<file path="src/whid_pkg.sv">
`timescale 1ns / 1ps

package whid_pkg;

  localparam int BLOCK_COUNT_DEF = 40;
  localparam int WEIGHT_DEPTH    = 40;

  localparam int BIN_W   = 16;
  localparam int PROD_W  = 32;
  localparam int MIN_W   = 44;
  localparam int TGT_W   = 28;
  localparam int NUM_W   = MIN_W + 2;
  localparam int DSH_W   = TGT_W + 17;
  localparam int QUOT_W  = 17;
  localparam int DIST_W  = 17;
  localparam int LEN_W   = 11;
  localparam int BIB_W   = 10;

  localparam logic [LEN_W-1:0]  LEN_MAX   = 11'd1024;
  localparam logic [LEN_W-1:0]  LEN_RESET = 11'd64;
  localparam logic [DIST_W-1:0] ONE_Q16   = 17'h10000;

  localparam logic CFG_USE_WEIGHTS = 1'b0;
  localparam logic CFG_BLOCK_LEN   = 1'b1;

  localparam logic [15:0] WEIGHTS [WEIGHT_DEPTH] = '{
    16'd36386, 16'd29570, 16'd31746, 16'd25684,
    16'd35468, 16'd40272, 16'd42841, 16'd34288,
    16'd31077, 16'd40718, 16'd40691, 16'd31385,
    16'd25068, 16'd35494, 16'd38542, 16'd27610,
    16'd18081, 16'd28561, 16'd30769, 16'd20487,
    16'd14503, 16'd25710, 16'd26857, 16'd16882,
    16'd15067, 16'd22833, 16'd24314, 16'd15624,
    16'd14982, 16'd20093, 16'd21155, 16'd14588,
    16'd14418, 16'd17269, 16'd19674, 16'd13166,
    16'd11488, 16'd17354, 16'd17721, 16'd10702
  };

  function automatic logic [15:0] weight_lut(input logic [6:0] idx);
    logic [15:0] w;
    w = 16'd0;
    if (idx < 7'(WEIGHT_DEPTH)) begin
      w = WEIGHTS[idx[5:0]];
    end
    return w;
  endfunction

  typedef struct packed {
    logic capture;
    logic add;
    logic clear;
  } acc_ctl_t;

  typedef enum logic [2:0] {
    S_IDLE,
    S_ADD,
    S_LOAD,
    S_DIV,
    S_OUT
  } state_t;

endpackage

</file>
<file path="src/weighted_histogram_intersection_distance.sv">
`timescale 1ns / 1ps
// Weighted histogram intersection distance.
// in_*  : one bin pair per transaction, in_tlast on the final bin of a vector.
// out_* : one transaction per vector, distance in Q1.16 and a zero-norm flag.
// cfg_* : write-only registers, index 0 use_weights, index 1 block_length;
//         write only while no vector is in flight.
// Each bin has a capture state (min, then weight lookup and 16x16 multiply,
// or a shift by 16 without weights) and an accumulate state; in_tready is low
// during the accumulate state. A last bin then passes through a load state,
// the restoring divider (17 quotient bits, one per cycle, 46-bit
// compare/subtract, plus the registered done) and an output state that moves
// the result into the output register. A zero target sum skips the divider
// and goes from the load state straight to the output state.
// The output register lets the next vector stream in while a result waits;
// a stalled receiver blocks the next result and, with it, further input.
// Reset clears the accumulators, block counters, the output valid flag and
// sets use_weights to 0 and block_length to 64.
module weighted_histogram_intersection_distance #(
  parameter int BLOCK_COUNT = whid_pkg::BLOCK_COUNT_DEF
) (
  input  logic        clk,
  input  logic        rst_n,
  input  logic        in_tvalid,
  output logic        in_tready,
  input  logic [31:0] in_tdata,   // [15:0] target_bin, [31:16] query_bin
  input  logic        in_tlast,
  output logic        out_tvalid,
  input  logic        out_tready,
  output logic [23:0] out_tdata,  // [16:0] distance, [23:17] zero
  output logic        out_tuser,  // [0] zero_norm
  input  logic        cfg_we,
  input  logic        cfg_addr,
  input  logic [10:0] cfg_wdata
);
  import whid_pkg::*;

  state_t state_r, state_nxt;
  acc_ctl_t acc_ctl;

  logic             use_weights_r;
  logic [LEN_W-1:0] block_len_r;
  logic             last_r;
  logic             zero_r, zero_nxt;
  logic             div_start;
  logic             div_done;
  logic [QUOT_W-1:0] quot;
  logic [MIN_W-1:0]  min_sum;
  logic [TGT_W-1:0]  tgt_sum;
  logic [NUM_W-1:0]  num;
  logic              out_load;
  logic              out_valid_r, out_valid_nxt;
  logic [DIST_W-1:0] dist_r;
  logic              zn_r;
  logic [DIST_W-1:0] dist_val;
  logic              in_acc;

  assign in_acc = in_tvalid && in_tready;
  assign num    = {1'b0, min_sum, 1'b0} + NUM_W'(tgt_sum);

  whid_acc #(
    .BLOCK_COUNT(BLOCK_COUNT)
  ) u_acc (
    .clk        (clk),
    .rst_n      (rst_n),
    .ctl        (acc_ctl),
    .use_weights(use_weights_r),
    .block_len  (block_len_r),
    .target_bin (in_tdata[15:0]),
    .query_bin  (in_tdata[31:16]),
    .min_sum    (min_sum),
    .tgt_sum    (tgt_sum)
  );

  whid_div u_div (
    .clk  (clk),
    .rst_n(rst_n),
    .start(div_start),
    .num  (num),
    .den  (tgt_sum),
    .done (div_done),
    .quot (quot)
  );

  always_comb begin
    state_nxt   = state_r;
    in_tready   = 1'b0;
    acc_ctl     = '0;
    div_start   = 1'b0;
    out_load    = 1'b0;
    zero_nxt    = zero_r;
    unique case (state_r)
      S_IDLE: begin
        in_tready       = 1'b1;
        acc_ctl.capture = in_tvalid;
        if (in_tvalid) begin
          state_nxt = S_ADD;
        end
      end
      S_ADD: begin
        acc_ctl.add = 1'b1;
        state_nxt   = last_r ? S_LOAD : S_IDLE;
      end
      S_LOAD: begin
        zero_nxt = (tgt_sum == '0);
        if (tgt_sum == '0) begin
          state_nxt = S_OUT;
        end else begin
          div_start = 1'b1;
          state_nxt = S_DIV;
        end
      end
      S_DIV: begin
        if (div_done) begin
          state_nxt = S_OUT;
        end
      end
      S_OUT: begin
        if (!out_valid_r || out_tready) begin
          out_load      = 1'b1;
          acc_ctl.clear = 1'b1;
          state_nxt     = S_IDLE;
        end
      end
      default: state_nxt = S_IDLE;
    endcase
  end

  always_comb begin
    priority if (zero_r) begin
      dist_val = ONE_Q16;
    end else if (quot[QUOT_W-1]) begin
      dist_val = '0;
    end else begin
      dist_val = ONE_Q16 - {1'b0, quot[QUOT_W-2:0]};
    end
    out_valid_nxt = out_valid_r;
    if (out_tready) begin
      out_valid_nxt = 1'b0;
    end
    if (out_load) begin
      out_valid_nxt = 1'b1;
    end
  end

  always_ff @(posedge clk) begin
    if (!rst_n) begin
      state_r       <= S_IDLE;
      out_valid_r   <= 1'b0;
      zero_r        <= 1'b0;
      use_weights_r <= 1'b0;
      block_len_r   <= LEN_RESET;
    end else begin
      state_r     <= state_nxt;
      out_valid_r <= out_valid_nxt;
      zero_r      <= zero_nxt;
      if (cfg_we) begin
        unique case (cfg_addr)
          CFG_USE_WEIGHTS: use_weights_r <= cfg_wdata[0];
          CFG_BLOCK_LEN:   block_len_r   <= cfg_wdata;
          default: ;
        endcase
      end
    end
  end

  always_ff @(posedge clk) begin
    if (in_acc) begin
      last_r <= in_tlast;
    end
    if (out_load) begin
      dist_r <= dist_val;
      zn_r   <= zero_r;
    end
  end

  assign out_tvalid = out_valid_r;
  assign out_tdata  = {7'd0, dist_r};
  assign out_tuser  = zn_r;

endmodule

</file>
<file path="src/whid_acc.sv">
`timescale 1ns / 1ps

module whid_acc #(
  parameter int BLOCK_COUNT = whid_pkg::BLOCK_COUNT_DEF
) (
  input  logic                          clk,
  input  logic                          rst_n,
  input  whid_pkg::acc_ctl_t            ctl,
  input  logic                          use_weights,
  input  logic [whid_pkg::LEN_W-1:0]    block_len,
  input  logic [whid_pkg::BIN_W-1:0]    target_bin,
  input  logic [whid_pkg::BIN_W-1:0]    query_bin,
  output logic [whid_pkg::MIN_W-1:0]    min_sum,
  output logic [whid_pkg::TGT_W-1:0]    tgt_sum
);
  import whid_pkg::*;

  localparam int BLK_W = $clog2(BLOCK_COUNT + 1);

  logic [MIN_W-1:0]  min_r, min_nxt;
  logic [TGT_W-1:0]  tgt_r, tgt_nxt;
  logic [PROD_W-1:0] prod_r, prod_nxt;
  logic [BIN_W-1:0]  t_r;
  logic [BIB_W-1:0]  bib_r, bib_nxt;
  logic [BLK_W-1:0]  blk_r, blk_nxt;

  logic [BIN_W-1:0] m;
  logic [LEN_W-1:0] len;
  logic [15:0]      w;
  logic [MIN_W:0]   msum;
  logic [TGT_W:0]   tsum;

  always_comb begin
    m = (query_bin < target_bin) ? query_bin : target_bin;
    priority if (block_len == '0) begin
      len = LEN_W'(1);
    end else if (block_len > LEN_MAX) begin
      len = LEN_MAX;
    end else begin
      len = block_len;
    end
    w = weight_lut(7'(blk_r));

    prod_nxt = prod_r;
    bib_nxt  = bib_r;
    blk_nxt  = blk_r;
    if (ctl.capture) begin
      if (use_weights) begin
        if (blk_r < BLK_W'(BLOCK_COUNT)) begin
          prod_nxt = m * w;
          if ((LEN_W'(bib_r) + LEN_W'(1)) >= len) begin
            bib_nxt = '0;
            blk_nxt = blk_r + BLK_W'(1);
          end else begin
            bib_nxt = bib_r + BIB_W'(1);
          end
        end else begin
          prod_nxt = '0;
        end
      end else begin
        prod_nxt = {m, 16'd0};
      end
    end
    if (ctl.clear) begin
      bib_nxt = '0;
      blk_nxt = '0;
    end

    msum = {1'b0, min_r} + (MIN_W + 1)'(prod_r);
    tsum = {1'b0, tgt_r} + (TGT_W + 1)'(t_r);
    min_nxt = min_r;
    tgt_nxt = tgt_r;
    if (ctl.add) begin
      min_nxt = msum[MIN_W] ? '1 : msum[MIN_W-1:0];
      tgt_nxt = tsum[TGT_W] ? '1 : tsum[TGT_W-1:0];
    end
    if (ctl.clear) begin
      min_nxt = '0;
      tgt_nxt = '0;
    end
  end

  always_ff @(posedge clk) begin
    if (!rst_n) begin
      min_r <= '0;
      tgt_r <= '0;
      bib_r <= '0;
      blk_r <= '0;
    end else begin
      min_r <= min_nxt;
      tgt_r <= tgt_nxt;
      bib_r <= bib_nxt;
      blk_r <= blk_nxt;
    end
  end

  always_ff @(posedge clk) begin
    prod_r <= prod_nxt;
    if (ctl.capture) begin
      t_r <= target_bin;
    end
  end

  assign min_sum = min_r;
  assign tgt_sum = tgt_r;

endmodule

</file>
<file path="src/whid_div.sv">
`timescale 1ns / 1ps

module whid_div (
  input  logic                         clk,
  input  logic                         rst_n,
  input  logic                         start,
  input  logic [whid_pkg::NUM_W-1:0]   num,
  input  logic [whid_pkg::TGT_W-1:0]   den,
  output logic                         done,
  output logic [whid_pkg::QUOT_W-1:0]  quot
);
  import whid_pkg::*;

  localparam int CNT_W = $clog2(QUOT_W);

  logic [NUM_W-1:0]  rem_r, rem_nxt;
  logic [DSH_W-1:0]  dsh_r, dsh_nxt;
  logic [QUOT_W-1:0] q_r, q_nxt;
  logic [CNT_W-1:0]  cnt_r, cnt_nxt;
  logic              busy_r, busy_nxt;
  logic              done_r, done_nxt;
  logic              ge;

  // restoring divide, one quotient bit per cycle, msb first
  always_comb begin
    ge       = rem_r >= NUM_W'(dsh_r);
    rem_nxt  = rem_r;
    dsh_nxt  = dsh_r;
    q_nxt    = q_r;
    cnt_nxt  = cnt_r;
    busy_nxt = busy_r;
    done_nxt = 1'b0;
    if (start) begin
      rem_nxt  = num;
      dsh_nxt  = {den, 17'd0};
      q_nxt    = '0;
      cnt_nxt  = CNT_W'(QUOT_W - 1);
      busy_nxt = 1'b1;
    end else if (busy_r) begin
      if (ge) begin
        rem_nxt = rem_r - NUM_W'(dsh_r);
      end
      q_nxt   = {q_r[QUOT_W-2:0], ge};
      dsh_nxt = dsh_r >> 1;
      cnt_nxt = cnt_r - CNT_W'(1);
      if (cnt_r == '0) begin
        busy_nxt = 1'b0;
        done_nxt = 1'b1;
      end
    end
  end

  always_ff @(posedge clk) begin
    if (!rst_n) begin
      busy_r <= 1'b0;
      done_r <= 1'b0;
      cnt_r  <= '0;
    end else begin
      busy_r <= busy_nxt;
      done_r <= done_nxt;
      cnt_r  <= cnt_nxt;
    end
  end

  always_ff @(posedge clk) begin
    rem_r <= rem_nxt;
    dsh_r <= dsh_nxt;
    q_r   <= q_nxt;
  end

  assign done = done_r;
  assign quot = q_r;

endmodule
</file>
<file path="config.mk">
export PLATFORM = sky130hd
export DESIGN_NAME = weighted_histogram_intersection_distance
export DESIGN_NICKNAME = d
export VERILOG_FILES = /design/src/whid_pkg.sv /design/src/weighted_histogram_intersection_distance.sv /design/src/whid_acc.sv /design/src/whid_div.sv
export SDC_FILE = /design/constraint.sdc
export NUM_CORES = 1
export LEC_CHECK = 0
export ABC_AREA = 1
export BUFFER_PORTS_ARGS = -buffer_cell sky130_fd_sc_hd__buf_2
export CORE_ASPECT_RATIO = 1.75
export CORE_MARGIN = 3
export CORE_UTILIZATION = 55
export DETAILED_ROUTE_END_ITERATION = 10
export MAX_ROUTING_LAYER = met4
export PLACE_DENSITY_LB_ADDON = 0.25
export SYNTH_ARGS = -nofsm -noshare
export SYNTH_HDL_FRONTEND = slang
export SYNTH_SLANG_ARGS = --single-unit
</file>
<file path="constraint.sdc">
create_clock -name clk -period 12.91 [get_ports clk]
set_input_delay 0.6455 -clock clk [delete_from_list [all_inputs] [get_ports clk]]
set_output_delay 0.6455 -clock clk [all_outputs]
set_load 0.005 [all_outputs]
</file>
==> flow_summary.toml <==
[status]
status = "completed"

[sta]
skew_ps = 15.9
setup_viol = 0
hold_viol = 0
report.final.slew_viol_count = 0
maxSlewHeadroom_pct = 15.0
fin_crit_sh_pct = 68.6
fin_setup_tns_ps = 0
max_freq_mhz = 113
rsz0062_at_grt = "no"
setup_slack_ps = 4060
worstMarginPinSlew_ps = 1270
min_period_ps = 8850

[worst_setup_path]
worstPathArrival_ps = 9190
crit_slowest_cell = "dfxtp_1"
startpoint_type = "register"
end_kind = "register"
path_max_fanout = 26
critPathMaxStageDelay_ps = 1010
critPathKind = "reg -> reg"
critical_path_required_ps = 13250

[global_routing]
first_global_vias = 31600
met3_usage_pct = 5.00
grt_max_degree = 89
grt-ovfl-total = 0
busiest_layer = "met2"
antenna_found_initial = 2
grtUsageMet1_pct = 32.4
use_met2_pct = 70.8
grt_pass1_wl_um = 175000
track_usage_pct = 38.6

[routing]
antenna_left = 0
drt-total-wl_um = 115000
vias = 31100
drcViolationCount = 0
vias_per_cell = 5.83
routedWlPerCell_um = 21.6
drt_iter0_drc = 1939
drt_pre_antenna_iters = 8

[finish]
fin_cells = 5336
final_cell_mix = "934 x nand2_1, 724 x inv_1, 593 x nor2_1"
final_core_util_pct = 59.0
syn2layout_area_growth_pct = 6.17
final_common_cell = "nand2_1"
multi_input_area_um2 = 21300
nets = 5061
drive_above_1_share_pct = 6.18
seqCellArea_um2 = 7160
final_area_um2 = 33800
n_fill_cell = 5712

[placed_design]
postPlaceCellArea_um2 = 32700
post-place-ws_ps = 4040
dp_cells = 5276
place.gp.congestion = 1.06
dpl.hpwl_um = 94600
portBuffers = 69

[logic_synthesis]
mappedNetlistArea_um2 = 31800
yosys_most_used_dff = "dfxtp_1"
seq_area_frac_synth_pct = 22.5
ys_seq_elements = 287
synthCells = 4526
ys_top_cells_by_area = "edfxtp_1 13%, fa_1 12%, nand2_1 11%"
yosysTopAreaCellShare_pct = 13.3
yosysTopAreaCell = "edfxtp_1"
avgSynthCellArea_um2 = 7.03
synth-edff-count = 141
yosys_warnings = 0
ys_types = 71
async_reset_ff_share_pct = 0

[clocking]
cts_setup_buffers = 0
cts_htree_levels = 1
cts_root_buf = "clkbuf_16"
clock-sinks = 287
cts_resized = 0
clk_pin_slew_ps = 70
clockBufferDepth = 3
cts_buffers = 31
cts_tree = "yes"
ctsHoldBuffers = 0
clock_latency_ps = 630

[floorplan]
ios = 77
die_w_um = 188
design.die.area_um2 = 60900
core_area_um2 = 57200
rows = 116
start_util_pct = 55.6
dieHeight_um = 324

[min_path]
hold_class = "in -> reg"

[run]
max_cap_violations = 0

[power_and_ir_drop]
peakVddDrop_v = 0.000232
p_leak_nw = 16.3
pwr_density_cell_nw_per_um2 = 303
## power breakdown
| part | internal, mW | total (mW) | switching [mW] |
|---|---|---|---|
| clock | 0.563 | 0.984 | 0.422 |
| sequential | 1.41 | 1.68 | 0.270 |
| combinational | 2.43 | 7.56 | 5.13 |
## layout make-up
| class | instances | area share, % |
|---|---|---|
| diodes | 3 | 0.0222 |
| repair buffers | 85 | 1.38 |
| clock buffers | 42 | 2.61 |
| flip-flops and latches | 287 | 21.2 |
| inverters | 748 | 8.33 |
| well taps | 767 | 2.84 |
| clock inverters | 15 | 0.637 |
| multi-input cells | 3389 | 63.0 |
## kinds of logic (layout without fill, tap and decap cells)
group / count (synthesis) / after routing / share of synthesized area [%]
and+or+nand+nor: 2125 / 2125 / 29.0
adders and majority gates: 469 / 469 / 23.1
DFF: 287 / 287 / 22.5
AOI/OAI and AO/OA: 710 / 710 / 12.5
xor gates and xnor gates: 78 / 78 / 2.15
other: 1 / 10 / 0.0118
buffers and inverters: 856 / 890 / 10.8
## Yosys cell counts (all sizes together) (2+ instances only)
library cell,number
dfxtp,146
o21bai,12
nand3b,25
nand3,376
o2111ai,2
ha,271
clkbuf,39
and3,2
a21o,8
a21boi,3
nand4,59
o311ai,2
clkinv,3
nor4,17
o21a,9
a311oi,2
xnor2,33
fa,198
o22ai,7
edfxtp,141
o211ai,11
nand2,978
xor2,45
a31oi,13
a22oi,2
or2,9
o31ai,9
nor3,55
o21ai,282
a21oi,344
nor2,600
buf,69
inv,745
## critical path: cells and delay by family (launching register included)
family                     cells  cell delay, ps
and+or+nand+nor               14            3440
buffers and inverters          4             340
AOI/OAI and AO/OA              3             330
DFF                            1            1010
adders and majority gates      7            3420
## final timing paths
kind / start / endpoint / slack, ps / depth (start not counted)
max reg2reg: u_acc.blk_r[2]$_SDFFE_PP0P_ / u_acc.prod_r[28]$_DFFE_PP_ / 4060 / 28
max: u_acc.blk_r[2]$_SDFFE_PP0P_ / u_acc.prod_r[28]$_DFFE_PP_ / 4060 / 28
min: in_tlast / last_r$_DFFE_PP_ / 200 / 1
min reg2reg: u_div.busy_r$_SDFF_PN0_ / u_div.busy_r$_SDFF_PN0_ / 460 / 2
## flip-flops by register name, indices dropped and copies added, names as in the netlist, 6 cells and up
signal,count
u_acc.prod_r,32
u_div.dsh_r,45
dist_r,17
u_acc.blk_r,6
u_div.quot,17
u_acc.bib_r,10
u_acc.t_r,16
u_acc.min_sum,44
block_len_r,11
u_acc.tgt_sum,28
u_div.rem_r,46
## layer usage
metal,share of wire [%],vias up
met5,0,-
met4,13,0
met3,5.1,675
met2,52,1268
met1,30,14400
li1,-,14700
## stage by stage
stage                     hold WS, ps  total power [mW]
after global routing              185              11.3
after CTS                         180              10.1
after floorplan                   431              6.97
final                             205              10.2
after global placement            448              9.07
after detailed placement          453              9.11
(Power assumes the default switching activity.)
